$ cat config.mk
export PLATFORM = sky130hd
export DESIGN_NAME = lrt_luma
export DESIGN_NICKNAME = d
export VERILOG_FILES = /design/src/hw/rtl/lrt_pkg.sv /design/src/hw/rtl/lrt_luma.sv
export SDC_FILE = /design/constraint.sdc
export NUM_CORES = 2
export LEC_CHECK = 0
export ABC_CLOCK_PERIOD_IN_PS = 12200
export CORE_MARGIN = 3
export CORE_UTILIZATION = 35
export CTS_CLUSTER_SIZE = 12
export DETAILED_ROUTE_END_ITERATION = 12
export DONT_BUFFER_PORTS = 1
export GPL_ROUTABILITY_DRIVEN = 0
export GPL_TIMING_DRIVEN = 0
export PLACE_DENSITY_LB_ADDON = 0.12
export SYNTH_ARGS = -nofsm -noshare
export SYNTH_HDL_FRONTEND = slang
export SYNTH_SLANG_ARGS = --single-unit
$ cat constraint.sdc
create_clock -name aclk -period 12.2 [get_ports aclk]
set_input_delay 0 -clock aclk [delete_from_list [all_inputs] [get_ports aclk]]
set_output_delay 0 -clock aclk [all_outputs]
set_load 0.1 [all_outputs]
$ cat src/hw/rtl/lrt_pkg.sv
`timescale 1ns / 1ps
// ============================================================================
// lrt_pkg
// Shared constants and types for the luminance Reinhard tone mapper.
// ============================================================================
package lrt_pkg;

    // Default channel format: unsigned Q8.16.
    localparam int LRT_FRAC_BITS = 16;
    localparam int LRT_INT_BITS  = 8;

    // Luminance weights in Q0.16; they sum to exactly 65536.
    localparam int LRT_WEIGHT_BITS = 16;
    localparam logic [LRT_WEIGHT_BITS-1:0] LRT_WEIGHT_R = 16'd13933;
    localparam logic [LRT_WEIGHT_BITS-1:0] LRT_WEIGHT_G = 16'd46871;
    localparam logic [LRT_WEIGHT_BITS-1:0] LRT_WEIGHT_B = 16'd4732;

    // Per-stage control that travels alongside the pixel data.
    typedef struct packed {
        logic valid;
        logic last;
    } lrt_ctl_t;

endpackage

$ cat src/hw/rtl/lrt_luma.sv
`timescale 1ns / 1ps
// ============================================================================
// lrt_luma
// Two-stage luminance path: weighted products, then rounded sum and the
// divisor 1 + Y in the channel format.
// ============================================================================
module lrt_luma #(
    parameter int FRAC_BITS = lrt_pkg::LRT_FRAC_BITS,
    parameter int INT_BITS  = lrt_pkg::LRT_INT_BITS,
    localparam int WordW    = INT_BITS + FRAC_BITS
) (
    input  logic                         aclk,
    input  logic                         aresetn,
    input  logic                         en,
    input  lrt_pkg::lrt_ctl_t            in_ctl,
    input  logic [2:0][WordW-1:0]        in_chan,
    output lrt_pkg::lrt_ctl_t            out_ctl,
    output logic [2:0][WordW-1:0]        out_chan,
    output logic [WordW:0]               out_den
);
    import lrt_pkg::*;

    localparam int ProdW = WordW + LRT_WEIGHT_BITS;
    localparam int SumW  = ProdW + 2;
    localparam logic [SumW-1:0] RoundHalf = SumW'(1) << (LRT_WEIGHT_BITS - 1);
    localparam logic [WordW:0]  OneFix    = (WordW + 1)'(1) << FRAC_BITS;

    lrt_ctl_t              ctl_a_reg;
    logic [2:0][WordW-1:0] chan_a_reg;
    logic [ProdW-1:0]      prod_r_reg, prod_g_reg, prod_b_reg;
    logic [ProdW-1:0]      prod_r_next, prod_g_next, prod_b_next;

    lrt_ctl_t              ctl_b_reg;
    logic [2:0][WordW-1:0] chan_b_reg;
    logic [WordW:0]        den_reg, den_next;
    logic [SumW-1:0]       sum;
    logic [WordW-1:0]      lum;

    assign prod_r_next = ProdW'(in_chan[0]) * ProdW'(LRT_WEIGHT_R);
    assign prod_g_next = ProdW'(in_chan[1]) * ProdW'(LRT_WEIGHT_G);
    assign prod_b_next = ProdW'(in_chan[2]) * ProdW'(LRT_WEIGHT_B);

    // The weights sum to one, so the rounded luminance never exceeds the
    // largest channel value and fits the channel width.
    assign sum = SumW'(prod_r_reg) + SumW'(prod_g_reg) + SumW'(prod_b_reg) + RoundHalf;
    assign lum = sum[LRT_WEIGHT_BITS +: WordW];
    assign den_next = OneFix + {1'b0, lum};

    always_ff @(posedge aclk) begin
        if (!aresetn) begin
            ctl_a_reg <= '0;
            ctl_b_reg <= '0;
        end else if (en) begin
            ctl_a_reg <= in_ctl;
            ctl_b_reg <= ctl_a_reg;
        end
    end

    always_ff @(posedge aclk) begin
        if (en) begin
            chan_a_reg <= in_chan;
            prod_r_reg <= prod_r_next;
            prod_g_reg <= prod_g_next;
            prod_b_reg <= prod_b_next;
            chan_b_reg <= chan_a_reg;
            den_reg    <= den_next;
        end
    end

    assign out_ctl  = ctl_b_reg;
    assign out_chan = chan_b_reg;
    assign out_den  = den_reg;

endmodule

## Word level (Yosys, flattened, before mapping)

Index checks and enable logic that the tools add are counted.

- Register bits: 286
- Input bits: 77
- Output and inout port bits: 99
- Logic and storage cells: 21

- Add/sub/neg operators: 4
- $mul: 3

Operators with widths:

| operator | number |
|---|---|
| 38-bit by 40-bit adder with 40-bit output | 1 |
| 40-bit by 16-bit adder with 40-bit output (second input constant) | 1 |
| 40-bit by 37-bit adder with 40-bit output | 1 |
| 24-bit by 16-bit multiplier with 40-bit output (second input constant) | 1 |
| 24-bit by 14-bit multiplier with 38-bit output (second input constant) | 1 |
| 24-bit by 11-bit multiplier with 35-bit output (second input constant) | 1 |
| 17-bit by 24-bit adder with 25-bit output (first input constant) | 1 |

## Logic depth before layout (Yosys ltp)

- Depth in word-level cells: 4
- Gate-level depth with buffers: 22

## Worst setup path before layout

OpenSTA, ideal clock, no wires.

- Path type: input port to flip-flop
- Start: input in_chan[6] in the netlist's numbering
- End: register prod_r_reg[36] (data pin)
- Library setup time: 0.264 ns
- Arrival time: 5.124 ns
- Data required time: 11.936 ns
- Path slack: 6.812 ns
- Stages on the path: 22
- Cells stage by stage: ha_1 -> clkbuf_1 -> xor2_1 -> ha_1 -> a21o_1 -> fa_1 -> fa_1 -> inv_1 -> fa_1 -> fa_1 -> inv_1 -> ha_1 -> a21o_1 -> a21oi_1 -> nor2_1 -> o311ai_1 -> o21ai_1 -> o41ai_4 -> a21o_1 -> nor3_1 -> a2111oi_2 -> xnor2_1

- Word-level cells in the longest chain between the ends: 1

RTL lines:

| element | line | RTL |
|---|---|---|
| start: declaration | lrt_luma.sv:16 | `input logic [2:0][WordW-1:0] in_chan,` |
| 24-bit by 14-bit multiplier with 38-bit output | lrt_luma.sv:39 | `assign prod_r_next = ProdW'(in_chan[0]) * ProdW'(LRT_WEIGHT_R);` |
| named net prod_r_next[36] | lrt_luma.sv:31 | `logic [ProdW-1:0] prod_r_next, prod_g_next, prod_b_next;` |
| end signal: assignment | lrt_luma.sv:62 | `prod_r_reg <= prod_r_next;` |
| end: declaration | lrt_luma.sv:30 | `logic [ProdW-1:0] prod_r_reg, prod_g_reg, prod_b_reg;` |

The timed path passes the listed nets, and every way through them passes these cells.
A chain may end at the register's enable or synchronous reset.

## Worst setup path in the final report

- Start: input in_chan[25] in the netlist's numbering
- End: register prod_g_reg[38] (data pin)

- Word-level cells in the longest chain between the ends: 1

RTL lines:

| element | line | RTL |
|---|---|---|
| 24-bit by 16-bit multiplier with 40-bit output | lrt_luma.sv:40 | `assign prod_g_next = ProdW'(in_chan[1]) * ProdW'(LRT_WEIGHT_G);` |
| named net prod_g_next[38] | lrt_luma.sv:31 |  |
| end signal: assignment | lrt_luma.sv:63 | `prod_g_reg <= prod_g_next;` |
| end: declaration | lrt_luma.sv:30 |  |

The timed path passes the listed nets, and every way through them passes these cells.

==> flow_metrics.py <==
metrics = {
    "route": {
        "via_count": 18600,
        "vias_per_cell": 4.78,
        "drc_errors": 0,
        "routedWlPerCell_microns": 18.2,
        "drtAntennaViolNets": 0,
        "wl_microns": 70900,
        "first_pass_iters": 5,
        "drt_iter0_drc": 849,
    },
    "synth": {
        "synth-seq-area-share": 0.277,
        "ys_ff_latch": 282,
        "synth_common_cells": "598 x inv_1, 492 x ha_1, 428 x fa_1",
        "syn_avg_cell_area_sq_um": 11.8,
        "yosys_warnings": 0,
        "syn_nets": 3583,
        "yosysTopAreaCell": "fa_1",
        "ys_types": 71,
        "syn_inst": 2586,
        "ys.flop_type": "edfxtp_1",
        "synth_top_area_share": 0.281,
        "synth_area_sq_um": 30500,
        "synth_top_cells_by_area": "fa_1 28%, edfxtp_1 27%, ha_1 20%",
        "synth_edf_count": 278,
        "yosysMostFrequentCell": "inv_1",
        "async_reset_ff_frac": 0,
    },
    "global_route": {
        "grt_start_max_net_pins": 280,
        "grt-ovfl-total": 0,
        "grt_util_all_layers": 0.163,
        "grt_pass1_wl_microns": 114000,
        "first_global_vias": 20100,
        "antenna_found_initial": 3,
    },
    "finish": {
        "final_area_sq_um": 34300,
        "nNetsFinal": 3723,
        "syn2layout_area_growth_pct": 12.4,
        "layout-drive-gt1-share": 0.0316,
    },
    "timing": {
        "finalSetupViolCount": 0,
        "slew_viol_final": 0,
        "setup_ws_ns": 6.47,
        "period_needed_ns": 5.73,
        "fmax_mhz": 175,
        "hold_viol": 0,
        "rsz0062_at_grt": "false",
        "finClkSkew_ns": 0.0304,
        "fin_crit_sh": 0.470,
        "tightest_slew_ns": 1.06,
        "tns_ns": 0,
        "max-slew-margin-rel": 0.294,
    },
    "worst_setup_path": {
        "crit_fanout": 6,
        "criticalPathCategory": "in -> reg",
        "arrival_ns": 6.04,
        "worstPathRequired_ns": 12.51,
        "crit_path_end_kind": "flop",
        "startpoint_type": "primary input",
    },
    "job": {
        "drv_cap": 0,
    },
    "clock_network": {
        "cts_tree": "yes",
        "clkSlewWorstSetupHoldPaths_ns": 0.05,
        "cts_made_buffers": 39,
        "clockBufferDepth": 3,
        "htreeDepth": 2,
        "insertion_delay_ns": 0.60,
        "cts_root_buf": "clkbuf_16",
        "cts.sinks": 282,
    },
    "placed_design": {
        "port_buffers": 0,
        "place_area_sq_um": 31900,
        "dpl_worst_slack_ns": 6.27,
        "hpwl_microns": 57300,
    },
    "floorplanning": {
        "core_sq_um": 85800,
        "pin_count": 176,
        "core.rowCount": 107,
        "dieArea_sq_um": 90700,
        "die_w_microns": 301,
        "dieHeight_microns": 301,
        "initial_core_util": 0.355,
    },
    "min_path": {
        "hp-class": "in -> reg",
    },
    "run_status": {
        "status": "complete, no violations",
    },
}
[logic make-up (layout without fill, tap and decap cells)]
| family | count (synthesis) | after routing | share of synthesized area |
|---|---|---|---|
| other | 0 | 1 | 0 |
| DFF | 282 | 282 | 0.277 |
| AOI/OAI and AO/OA | 365 | 365 | 0.0798 |
| adders and majority gates | 920 | 920 | 0.483 |
| and+or+nand+nor | 276 | 276 | 0.0463 |
| xor gates and xnor gates | 132 | 132 | 0.0379 |
| muxes | 5 | 5 | 0.00164 |
| buffers and inverters | 606 | 776 | 0.0747 |
[worst max-delay path, cell delays in order]
cell,delay [ns]
dlygate4sd3_1,0.61
ha_1,0.35
ha_1,0.20
inv_1,0.08
fa_1,0.44
fa_1,0.54
inv_1,0.05
fa_1,0.47
inv_1,0.05
fa_1,0.47
inv_1,0.04
ha_1,0.33
a21o_1,0.18
a221oi_1,0.31
o21bai_1,0.14
o211ai_1,0.43
a211o_1,0.20
nand3_1,0.19
a2111oi_1,0.53
o21bai_1,0.14
a21oi_1,0.19
xnor2_1,0.09
[per-layer routing]
layer  routed length [microns]  track usage  vias to the layer above
met5                         0            0                        -
met4                      1030       0.0300                        0
met3                      2760       0.0268                       59
met2                     34100        0.271                      266
met1                     33000        0.227                     9418
li1                          -            -                     8903
[layout by cell type (no fill, tap or decap), drive strengths merged, types with 5 or more instances in the layout]
master / instances
o21a: 19
nand2: 66
ha: 492
a21o: 75
edfxtp: 278
mux2i: 5
clkbuf: 52
and2: 10
nor3: 23
nor2: 62
nand3: 21
inv: 601
a31oi: 13
bufinv: 5
nor4: 10
o31ai: 5
nand2b: 14
o21bai: 22
and3: 20
clkinv: 13
a2111oi: 6
a211o: 5
a211oi: 11
o211ai: 9
nor2b: 16
nand4: 12
xnor2: 76
dlygate4sd3: 97
fa: 428
xor2: 56
o21ai: 59
or3: 8
a21oi: 108
[path summary, 6_finish.rpt]
kind / endpoint / cells past startpoint / slack (ns) / startpoint
setup / recovery: prod_g_reg[38] / 22 / 6.47 / in_chan[25]
hold / removal: chan_a_reg[15] / 1 / 0.05 / in_chan[15]
setup reg to reg: out_den[22] / 16 / 7.29 / prod_g_reg[4]
hold reg to reg: out_chan[37] / 0 / 0.41 / chan_a_reg[37]
[through the flow]
stage,util,cells,hold WS (ns)
6_report,0.399,3901,0.0522
5_1_grt,0.399,3900,0.00840
4_1_cts,0.399,3898,0.00212
3_5_place_dp,0.372,3730,0.0993
3_3_place_gp,0.372,3730,0.0993
2_1_floorplan,-,2586,0.0989
[layout make-up]
type	instances	area, sq um
Clock inverter	25	289
Fill cell	8276	51500
Multi-Input combinational cell	1698	19800
Inverter	598	2240
Buffer	8	32.5
Clock buffer	46	1040
Tap cell	1144	1430
Sequential cell	282	8430
Timing Repair Buffer	99	1030
Antenna cell	1	2.50
[repair_timing]
action,in CTS,in global routing
endpoints found under the hold margin,373,69
hold buffers,97,1
gates resized for setup,0,0
setup buffers,0,0
Power is not shown: default switching activity piles up to over one toggle a cycle in this logic, so the estimate is an artifact.
